**src/sv/lbac_pkg.sv**
```systemverilog
// Types and constants shared by the label-indexed bin accumulator.
package lbac_pkg;

  localparam int VALUE_WIDTH     = 32;
  localparam int LABEL_WIDTH     = 9;
  localparam int INDEX_WIDTH     = 4;
  localparam int VLEN_WIDTH      = 5;
  localparam int CFG_INDEX_WIDTH = 2;
  localparam int CFG_DATA_WIDTH  = 9;

  localparam int DEF_MAX_LABELS     = 256;
  localparam int DEF_MAX_VECTOR_LEN = 16;

  localparam logic [CFG_INDEX_WIDTH-1:0] CFG_ORIENT_COLUMNS = 2'd0;
  localparam logic [CFG_INDEX_WIDTH-1:0] CFG_NUM_LABELS     = 2'd1;
  localparam logic [CFG_INDEX_WIDTH-1:0] CFG_VECTOR_LEN     = 2'd2;

  localparam logic FUNC_ACCUMULATE = 1'b0;
  localparam logic FUNC_READ_CLEAR = 1'b1;

  typedef enum logic [1:0] {
    ST_OK        = 2'd0,
    ST_BAD_LABEL = 2'd1,
    ST_BAD_POS   = 2'd2
  } status_t;

  typedef struct packed {
    logic                          func;
    logic signed [VALUE_WIDTH-1:0] value;
    logic [LABEL_WIDTH-1:0]        label;
    logic [INDEX_WIDTH-1:0]        row_index;
    logic [INDEX_WIDTH-1:0]        col_index;
  } in_item_t;

  typedef struct packed {
    status_t                       status;
    logic signed [VALUE_WIDTH-1:0] bin_value;
  } out_item_t;

endpackage

```
**src/sv/lbac_addr_check.sv**
```systemverilog
// Range checks on label and position, and bin address generation.
module lbac_addr_check #(
  parameter int MAX_LABELS     = 256,
  parameter int MAX_VECTOR_LEN = 16,
  parameter int ADDR_W         = 12
) (
  input  lbac_pkg::in_item_t                 item,
  input  logic                               orient_columns,
  input  logic [lbac_pkg::LABEL_WIDTH-1:0]   num_labels,
  input  logic [lbac_pkg::VLEN_WIDTH-1:0]    vector_len,
  output lbac_pkg::status_t                  status,
  output logic [ADDR_W-1:0]                  addr
);
  import lbac_pkg::*;

  localparam int LBL_CMP_W = 17;
  localparam int POS_CMP_W = 13;
  localparam int PROD_W    = (ADDR_W > LABEL_WIDTH + POS_CMP_W) ? ADDR_W
                                                                : LABEL_WIDTH + POS_CMP_W;

  logic [INDEX_WIDTH-1:0] pos;
  logic [LABEL_WIDTH-1:0] lbl_idx;
  logic                   bad_label;
  logic                   bad_pos;
  logic [PROD_W-1:0]      addr_full;

  always_comb begin
    pos     = orient_columns ? item.row_index : item.col_index;
    lbl_idx = item.label - LABEL_WIDTH'(1);

    bad_label = (item.label == '0) || (item.label > num_labels)
             || ({{(LBL_CMP_W-LABEL_WIDTH){1'b0}}, item.label} > LBL_CMP_W'(MAX_LABELS));
    bad_pos   = ({1'b0, pos} >= vector_len)
             || ({{(POS_CMP_W-INDEX_WIDTH){1'b0}}, pos} >= POS_CMP_W'(MAX_VECTOR_LEN));

    if (bad_label) begin
      status = ST_BAD_LABEL;
    end else if (bad_pos) begin
      status = ST_BAD_POS;
    end else begin
      status = ST_OK;
    end

    addr_full = PROD_W'(lbl_idx) * PROD_W'(MAX_VECTOR_LEN) + PROD_W'(pos);
    addr      = addr_full[ADDR_W-1:0];
  end

endmodule
```
**config.mk**
```make
export PLATFORM = sky130hd
export DESIGN_NAME = lbac_addr_check
export DESIGN_NICKNAME = d
export VERILOG_FILES = /design/src/sv/lbac_pkg.sv /design/src/sv/lbac_addr_check.sv
export SDC_FILE = /design/constraint.sdc
export NUM_CORES = 1
export LEC_CHECK = 0
export CAP_MARGIN = 20
export CORE_AREA = 2 2 39 41
export DETAILED_ROUTE_END_ITERATION = 6
export DIE_AREA = 0 0 41 43
export DONT_BUFFER_PORTS = 1
export PLACE_DENSITY_LB_ADDON = 0.15
export SYNTH_ARGS = -nofsm -noshare
export SYNTH_HDL_FRONTEND = slang
export SYNTH_SLANG_ARGS = --single-unit
```
**constraint.sdc**
```tcl
create_clock -name vclk -period 1.88
set_input_delay 0.094 -clock vclk [all_inputs]
set_output_delay 0.094 -clock vclk [all_outputs]
set_load 0.01 [all_outputs]
```
==> key figures, run 1 <==
Status
  – Result of the run: completed

Min path
  – Worst hold-check path type: primary input to output port
  – Cells on Worst Hold Path: 1

Floorplan
  – Ports placed on the boundary: 79
  – Std cell rows: 14
  – Starting Density: 37.2%
  – Die Area: 1760 sq um
  – Core area: 1380 sq um
  – Chip Width: 41 um
  – Die extent in y: 43 um

Setup path
  – Number of cells on the critical path: 8
  – Worst path slowest cell: nor3b_1
  – CP required: 1.79 ns
  – Largest stage delay, worst path: 0.28 ns
  – Cell family with most CP delay: simple AND/OR/NAND/NOR gates
  – Launch point of the worst path: item[8]
  – Worst setup path endpoint: status[1]
  – Buffers plus inverters on the worst setup path: 2
  – Type of the worst setup path: primary input to output port
  – Critical Path Source Type: primary input
  – Nature of the critical path endpoint: output port
  – Crit path arrival time: 1.49 ns
  – Max FO, Critical Path: 3
  – Critical path cell sequence: inv_1 > ha_1 > nor3b_1 > nand3_1 > xor2_1 > o21ai_0 > nor3_1 > buf_4

Cells and area
  – Layout cells sized above 1: 11.3%
  – Seq Cell Count: 0
  – Multi-input gate area: 450 sq um
  – Diodes inserted: 0
  – Post-route non-filler standard cell count: 87
  – Layout net count: 152
  – Number of fill cells in the layout: 160
  – Area taken by flip-flops and latches: 0 sq um
  – Synth-to-layout area growth: 6.81%
  – CLK BUF: 0

Timing
  – Tcrit/Tclk final: 84.3%
  – Worst Slack Setup Final: 0.294 ns
  – Final TNS setup: 0 ns
  – Worst Tran Pin Value: 0.335 ns
  – RSZ-0062 raised after global routing: no
  – Final hold violation count: 0
  – Maximum frequency from static timing analysis: 0.631 GHz
  – Rel. slew slack: 77.4%
  – Endpoints failing setup: 0
  – Max Transition Viols Final: 0
  – Clock period minus worst slack: 1.59 ns

Global routing
  – Number of antenna violations at the first check in global routing: 0
  – Global-route wire length before repair: 1410 um
  – Largest net degree at the start of global routing: 6
  – Met1 routing resource usage after global routing: 12.3%
  – Met2 Track Usage GR: 20.9%
  – Congestion Overflow GR: 0
  – Global-route usage over all layers: 10.7%
  – Global-route track usage on met3: 0.524%
  – Number of global-route vias before repair: 390
  – Most crowded layer after global routing: met2

Placement
  – Final GP Congestion: 0.608
  – Post-placement worst setup slack: 0.273 ns
  – Estimated wirelength of the detail-placed design: 963 um
  – Placed insts: 87
  – # port buffers: 0

Drt
  – DRC violation count after routing: 0
  – Drt pass-1 iters: 1
  – Vias after detailed routing: 463
  – Final routed wirelength across all metal layers: 969 um
  – Remaining antenna violation count: 0
  – Average via count per standard cell: 5.32
  – Routed wire per std cell: 11.1 um
  – First-iteration detailed-routing DRC count: 0

Logic synthesis
  – Mean post-synth cell area: 7.45 sq um
  – Fraction of the yosys area taken by sequential cells: 0%
  – Area leader, netlist: ha_1
  – Post-Synth XOR/XNOR Area: 10.2%
  – Area fraction in compound gates after synthesis: 13.4%
  – Combinational family with the most area after synthesis: adder cells
  – Net count after synthesis: 148
  – Most numerous cell in the Yosys netlist: inv_1
  – Total number of yosys warnings: 0
  – Netlist Area Pre-Place: 514 sq um
  – Count of distinct cell types in the synthesized netlist: 23
  – Share of synthesized cell area in full adder, half adder and majority cells: 34.1%
  – Top area cells in the synthesized netlist: ha_1 (34%), inv_1 (11%), xor2_1 (8.5%)
  – Post-Syn Instances: 69
  – Fraction of the mapped netlist area in simple logic gates: 21.4%
  – Portion of synthesized cell area occupied by the leading cell type: 34.1%
  – Multiplexer share of the synthesized area: 8.52%
  – Top cell types by occurrence after synthesis: inv_1 (15), ha_1 (14), a21oi_1 (5), xor2_1 (5)

Power and ir drop
  – Power density over the cells: 192 nW/um^2
  – Worst voltage drop across the vdd grid: 0.0573 mV
  – Leakage power total: 0.302 nW

CTS
  – # Post-CTS Setup Buffers: 0
  – Number of buffers inserted by hold repair at cts: 0
  – Quantity of gates resized following cts: 0

Run
  – Max cap viols: 0
## worst min-delay path by stage
stage | slack (ns) | startpoint | end
floorplan | 0.24 | vector_len[4] | status[1]
global route | 0.28 | item[10] | addr[6]
CTS | 0.27 | item[8] | addr[4]
global placement | 0.27 | item[8] | addr[4]
detailed placement | 0.27 | item[8] | addr[4]
finish | 0.26 | item[8] | addr[4]
## final cells by class
class                           count  area share (%)
Multi-Input combinational cell     53            82.0
Tap cell                           16            3.64
Inverter                           15            10.3
Timing Repair Buffer                3            4.10
## through the flow
step	area (sq um)	total power [W]	utilization [%]	hold WS (ns)
2_1_floorplan	514	0.0000908	-	0.242
3_3_place_gp	549	0.000107	39.7	0.271
3_5_place_dp	549	0.000108	39.7	0.269
4_1_cts	549	0.000109	39.7	0.270
5_1_grt	549	0.000122	39.7	0.276
6_report	549	0.000106	39.7	0.263
## logic make-up after synthesis
| logic type | after synthesis |
|---|---|
| AO/OA/AOI/OAI | 11 |
| XOR/XNOR | 6 |
| adder cells (fa/ha/maj) | 14 |
| AND/OR/NAND/NOR | 18 |
| buffers and inverters | 16 |
| multiplexers | 4 |
## layout by cell type (no fill, tap or decap), types with 2 or more instances in the layout
cell type	instances
nand2_1	4
a21oi_1	5
a21o_1	2
xor2_1	5
buf_4	3
nand3_1	2
nor3_1	2
ha_1	14
inv_1	15
mux2_2	3
nor2_1	4
## layer usage
layer | vias up | wire length, um
li1 | 241 | -
met3 | 0 | 84
met1 | 194 | 392
met5 | - | 0
met4 | 0 | 0
met2 | 28 | 492
## power breakdown
group | switching (W) | internal, W | leakage (nW)
combinational | 0.0000565 | 0.0000491 | 0.302
sequential | 0 | 0 | 0
clock | 0 | 0 | 0
total | 0.0000565 | 0.0000491 | 0.302
Note: power is estimated with default switching activity, not from simulation.
==> run 2: changes to the inputs <==
- clock period: 1.88 -> 1.5 ns (I/O delays scaled with it)
==> run 2 against run 1 <==
Via count increased by 1.7%. Utilization rose by 2.4 points. Non-clock buffer count is 2 higher. Setup slack got worse by 0.21 ns. Critical path depth shrank 1. Combinational power up 34%. Power grew 35%. Cell count rose by 2.3%. Sequential cell count unchanged. Sequential share of layout area unchanged.
==> key figures, run 2 (synthesis gave the netlist of run 1 again) <==
Status
  – Result of the run: completed

Floorplan
  – Ports placed on the boundary: 79
  – Starting Density: 37.2%
  – Std cell rows: 14
  – Core area: 1380 sq um
  – Die extent in y: 43 um
  – Chip Width: 41 um
  – Die Area: 1760 sq um

Drt
  – First-iteration detailed-routing DRC count: 3
  – DRC violation count after routing: 0
  – Remaining antenna violation count: 0
  – Average via count per standard cell: 5.29
  – Vias after detailed routing: 471
  – Final routed wirelength across all metal layers: 993 um
  – Routed wire per std cell: 11.2 um
  – Drt pass-1 iters: 3

Setup path
  – Worst setup path endpoint: status[1]
  – Launch point of the worst path: orient_columns
  – Nature of the critical path endpoint: output port
  – Critical Path Source Type: primary input
  – Crit path arrival time: 1.34 ns
  – CP required: 1.42 ns
  – Type of the worst setup path: primary input to output port
  – Max FO, Critical Path: 4

Global routing
  – Global-route usage over all layers: 10.4%
  – Largest net degree at the start of global routing: 6
  – Congestion Overflow GR: 0
  – Global-route wire length before repair: 1380 um
  – Number of global-route vias before repair: 379
  – Number of antenna violations at the first check in global routing: 0

Cells and area
  – Number of fill cells in the layout: 159
  – Commonest cells after routing, fill and taps aside: inv_1 (15), ha_1 (14), xor2_1 (5), a21oi_1 (5), buf_4 (5)
  – Synth-to-layout area growth: 13.1%
  – Layout cells sized above 1: 16.4%
  – Post-route non-filler standard cell count: 89
  – Most common cell after layout, fill and taps aside: inv_1
  – Diodes inserted: 0
  – Post-route cell area: 582 sq um
  – Area taken by flip-flops and latches: 0 sq um
  – Layout net count: 154
  – Seq Cell Count: 0
  – CLK BUF: 0

Min path
  – Worst hold-check path type: primary input to output port

Timing
  – RSZ-0062 raised after global routing: no
  – Endpoints failing setup: 0
  – Final TNS setup: 0 ns
  – Tcrit/Tclk final: 94.4%
  – Rel. slew slack: 80.6%
  – Final hold violation count: 0
  – Clock period minus worst slack: 1.42 ns
  – Max Transition Viols Final: 0
  – Worst Tran Pin Value: 0.288 ns
  – Maximum frequency from static timing analysis: 0.707 GHz

Power and ir drop
  – Worst voltage drop across the vdd grid: 0.0780 mV
  – Total power: 0.000142 W
  – Leakage power total: 0.313 nW
  – Power density over the cells: 244 nW/um^2

Placement
  – Instance area at placement: 564 sq um
  – Estimated wirelength of the detail-placed design: 956 um
  – Placed insts: 89
  – Final GP Congestion: 0.602
  – # port buffers: 0

CTS
  – Number of buffers inserted by hold repair at cts: 0

Run
  – Max cap viols: 0
==> run 2: through the flow <==
step	utilization, %	hold slack, ns	worst slack, ns
finish	42.0	0.232	0.0846
global route	42.0	0.238	0.0214
CTS	40.8	0.234	0.0303
detailed placement	40.8	0.234	0.0368
global placement	40.8	0.235	0.0443
floorplan	-	0.204	0.0476
==> run 2: what timing repair did <==
item,in CTS,in global routing
endpoints found under the setup margin,0,2
resized for setup,0,4
setup buffers,0,0
==> run 2: final cells by class <==
type                       instances  area (sq um)  area share (%)
multi-input combinational         53           468            80.4
inverter                          15          56.3            9.68
timing repair buffer               5          37.5            6.45
tap                               16          20.0            3.44
==> run 2: report_power, final <==
part	switching, W	internal (W)
registers	0	0
clock network	0	0
logic	0.0000726	0.0000696
==> run 2: how the worst min path moves through the flow <==
| stage | from | end | slack, ns | cells past startpoint |
|---|---|---|---|---|
| after floorplan | vector_len[4] | status[1] | 0.20 | 1 |
| final | item[10] | addr[6] | 0.23 | 1 |
| after detailed placement | item[10] | addr[6] | 0.23 | 1 |
| after global placement | item[15] | addr[11] | 0.24 | 1 |
| after CTS | item[10] | addr[6] | 0.23 | 1 |
| after global routing | item[10] | addr[6] | 0.24 | 1 |
==> run 2: per-layer routing <==
| layer | vias up | part of all wire [%] | GRT usage, % |
|---|---|---|---|
| li1 | 246 | - | - |
| met1 | 197 | 41 | 12.3 |
| met2 | 28 | 50 | 20.0 |
| met3 | 0 | 9.2 | 0.524 |
| met4 | 0 | 0 | 0 |
| met5 | - | 0 | 0 |
==> run 2: worst max-delay path, stage by stage <==
cell     delay [ns]
mux2_2         0.32
ha_1           0.28
a21o_1         0.16
a21o_1         0.17
a21oi_1        0.13
nor3_1         0.06
buf_4          0.14
==> run 3: changes to the inputs <==
- ABC_AREA: unset -> 1
==> run 3 against run 2 <==
Global-route usage rose by 2.0 points. Die area did not move. Critical path depth rose by 1. Wire length rose by 4.4%. Fmax rose by 3.7%. Non-clock buffer count fell by 4. Critical path type unchanged.
==> key figures, run 3 <==
Setup path
  – Largest stage delay, worst path: 0.35 ns
  – Launch point of the worst path: orient_columns
  – CP required: 1.42 ns
  – Type of the worst setup path: primary input to output port
  – Worst setup path endpoint: status[1]
  – Critical Path Source Type: primary input
  – Worst path slowest cell: mux2_2
  – Nature of the critical path endpoint: output port
  – Critical path cell sequence: mux2_2 > ha_1 > inv_1 > nor2_1 > o21ai_1 > o21ai_0 > nor3_1 > nor2_2
  – Crit path arrival time: 1.29 ns
  – Max FO, Critical Path: 5

Timing
  – Worst Tran Pin Value: 0.279 ns
  – Rel. slew slack: 81.2%
  – Max Transition Viols Final: 0
  – Final TNS setup: 0 ns
  – Clock period minus worst slack: 1.36 ns
  – Final hold violation count: 0
  – RSZ-0062 raised after global routing: no
  – Endpoints failing setup: 0
  – Maximum frequency from static timing analysis: 0.733 GHz
  – Tcrit/Tclk final: 91.0%

Floorplan
  – Die Area: 1760 sq um
  – Starting Density: 41.7%
  – Chip Width: 41 um
  – Ports placed on the boundary: 79
  – Die extent in y: 43 um
  – Core area: 1380 sq um
  – Std cell rows: 14

Logic synthesis
  – Area leader, netlist: ha_1
  – Fraction of the mapped netlist area in simple logic gates: 29.3%
  – Top area cells in the synthesized netlist: ha_1 (30%), inv_1 (17%), nand2_1 (9.8%)
  – Combinational family with the most area after synthesis: adder cells
  – Count of distinct cell types in the synthesized netlist: 16
  – Netlist Area Pre-Place: 577 sq um
  – Net count after synthesis: 174
  – Total number of yosys warnings: 0
  – Most numerous cell in the Yosys netlist: inv_1
  – Portion of synthesized cell area occupied by the leading cell type: 30.4%
  – Fraction of the yosys area taken by sequential cells: 0%
  – Share of synthesized cell area in full adder, half adder and majority cells: 30.4%
  – Top cell types by occurrence after synthesis: inv_1 (26), nand2_1 (15), ha_1 (14), nor2_1 (9), nand3_1 (5)
  – Multiplexer share of the synthesized area: 5.86%
  – Post-Syn Instances: 95
  – Area fraction in compound gates after synthesis: 5.64%
  – Mean post-synth cell area: 6.07 sq um
  – Post-Synth XOR/XNOR Area: 10.6%

Drt
  – Final routed wirelength across all metal layers: 1040 um
  – Vias after detailed routing: 532
  – Routed wire per std cell: 9.34 um
  – DRC violation count after routing: 0
  – Drt pass-1 iters: 3
  – Remaining antenna violation count: 0
  – First-iteration detailed-routing DRC count: 4
  – Average via count per standard cell: 4.79

Global routing
  – Met2 Track Usage GR: 20.0%
  – Congestion Overflow GR: 0
  – Met1 routing resource usage after global routing: 18.4%
  – Global-route wire length before repair: 1700 um
  – Number of antenna violations at the first check in global routing: 0
  – Number of global-route vias before repair: 491
  – Global-route track usage on met3: 1.05%
  – Global-route usage over all layers: 12.4%
  – Most crowded layer after global routing: met2
  – Largest net degree at the start of global routing: 6

Cells and area
  – Layout net count: 176
  – Commonest cells after routing, fill and taps aside: inv_1 (26), nand2_1 (15), ha_1 (13)
  – Post-route non-filler standard cell count: 111
  – Seq Cell Count: 0
  – Diodes inserted: 0
  – Number of fill cells in the layout: 154
  – Synth-to-layout area growth: 5.64%
  – CLK BUF: 0
  – Layout cells sized above 1: 10.5%
  – Most common cell after layout, fill and taps aside: inv_1
  – Post-route cell area: 609 sq um
  – Area taken by flip-flops and latches: 0 sq um

Placement
  – # port buffers: 0
  – Estimated wirelength of the detail-placed design: 981 um
  – Instance area at placement: 597 sq um
  – Final GP Congestion: 0.671
  – Placed insts: 111

Run
  – Max cap viols: 0

Min path
  – Hold wc startpoint: item[8]
  – Worst hold-check path type: primary input to output port

Power and ir drop
  – Power density over the cells: 253 nW/um^2
  – Leakage power total: 0.369 nW
  – Worst voltage drop across the vdd grid: 0.0953 mV
  – Total power: 0.000154 W

CTS
  – Number of buffers inserted by hold repair at cts: 0

Status
  – Result of the run: completed
[run 3: cell types whose count changed after synthesis, moves of 2 or more]
| cell | delta |
|---|---|
| inv_1 | +11 |
| nand2_1 | +11 |
| nor2_1 | +5 |
| a21oi_1 | -3 |
| nand3_1 | +3 |
| nor2_2 | +3 |
| nand2_2 | +2 |
| o21ai_0 | +2 |
| xnor2_1 | +2 |
[run 3: layout make-up]
class / instances / area [sq um] / area share [%]
well taps: 16 / 20.0 / 3.29
inverters: 26 / 97.6 / 16.0
multi-input cells: 68 / 484 / 79.5
repair buffers: 1 / 7.51 / 1.23
[run 3: how the worst min path moves through the flow]
stage | endpoint | slack (ns) | depth (start not counted)
finish | addr[4] | 0.23 | 1
global route | addr[10] | 0.24 | 1
CTS | addr[4] | 0.23 | 1
detailed placement | addr[4] | 0.23 | 1
global placement | addr[4] | 0.23 | 1
floorplan | addr[4] | 0.22 | 1
[run 3: critical path, delay by kind of cell]
kind            cells  cell delay [ns]
compound gates      2             0.16
mux                 1             0.35
buf+inv             1             0.06
fa+ha+maj           1             0.29
simple gates        3             0.35
[run 3: cells by family (layout without fill, tap and decap cells)]
| logic type | count (synthesis) | after routing |
|---|---|---|
| mux | 3 | 3 |
| simple gates | 38 | 38 |
| xor+xnor | 7 | 7 |
| fa+ha+maj | 14 | 14 |
| compound gates | 6 | 6 |
| buf+inv | 27 | 27 |
[run 3: repair_timing]
item,in CTS,in global routing
endpoints found under the setup margin,0,1
gates resized for setup,0,2
buffers inserted,0,0
[run 3: power by group]
part	total, W	switching, W	internal [W]
registers	0	0	0
clock network	0	0	0
logic	0.000154	0.0000899	0.0000644
total	0.000154	0.0000899	0.0000644
[run 3: metal layers]
layer / wire [um] / vias up
met3: 75 / 0
met1: 491 / 214
met5: 0 / -
met4: 0 / 0
li1: - / 293
met2: 471 / 25
[run 3: stage by stage]
step	worst slack, ns	util [%]	hold slack (ns)
after floorplan	0.167	-	0.220
after global placement	0.110	43.1	0.232
after detailed placement	0.108	43.1	0.232
after CTS	0.0932	43.1	0.233
after global routing	0.0455	44.0	0.237
final	0.135	44.0	0.231
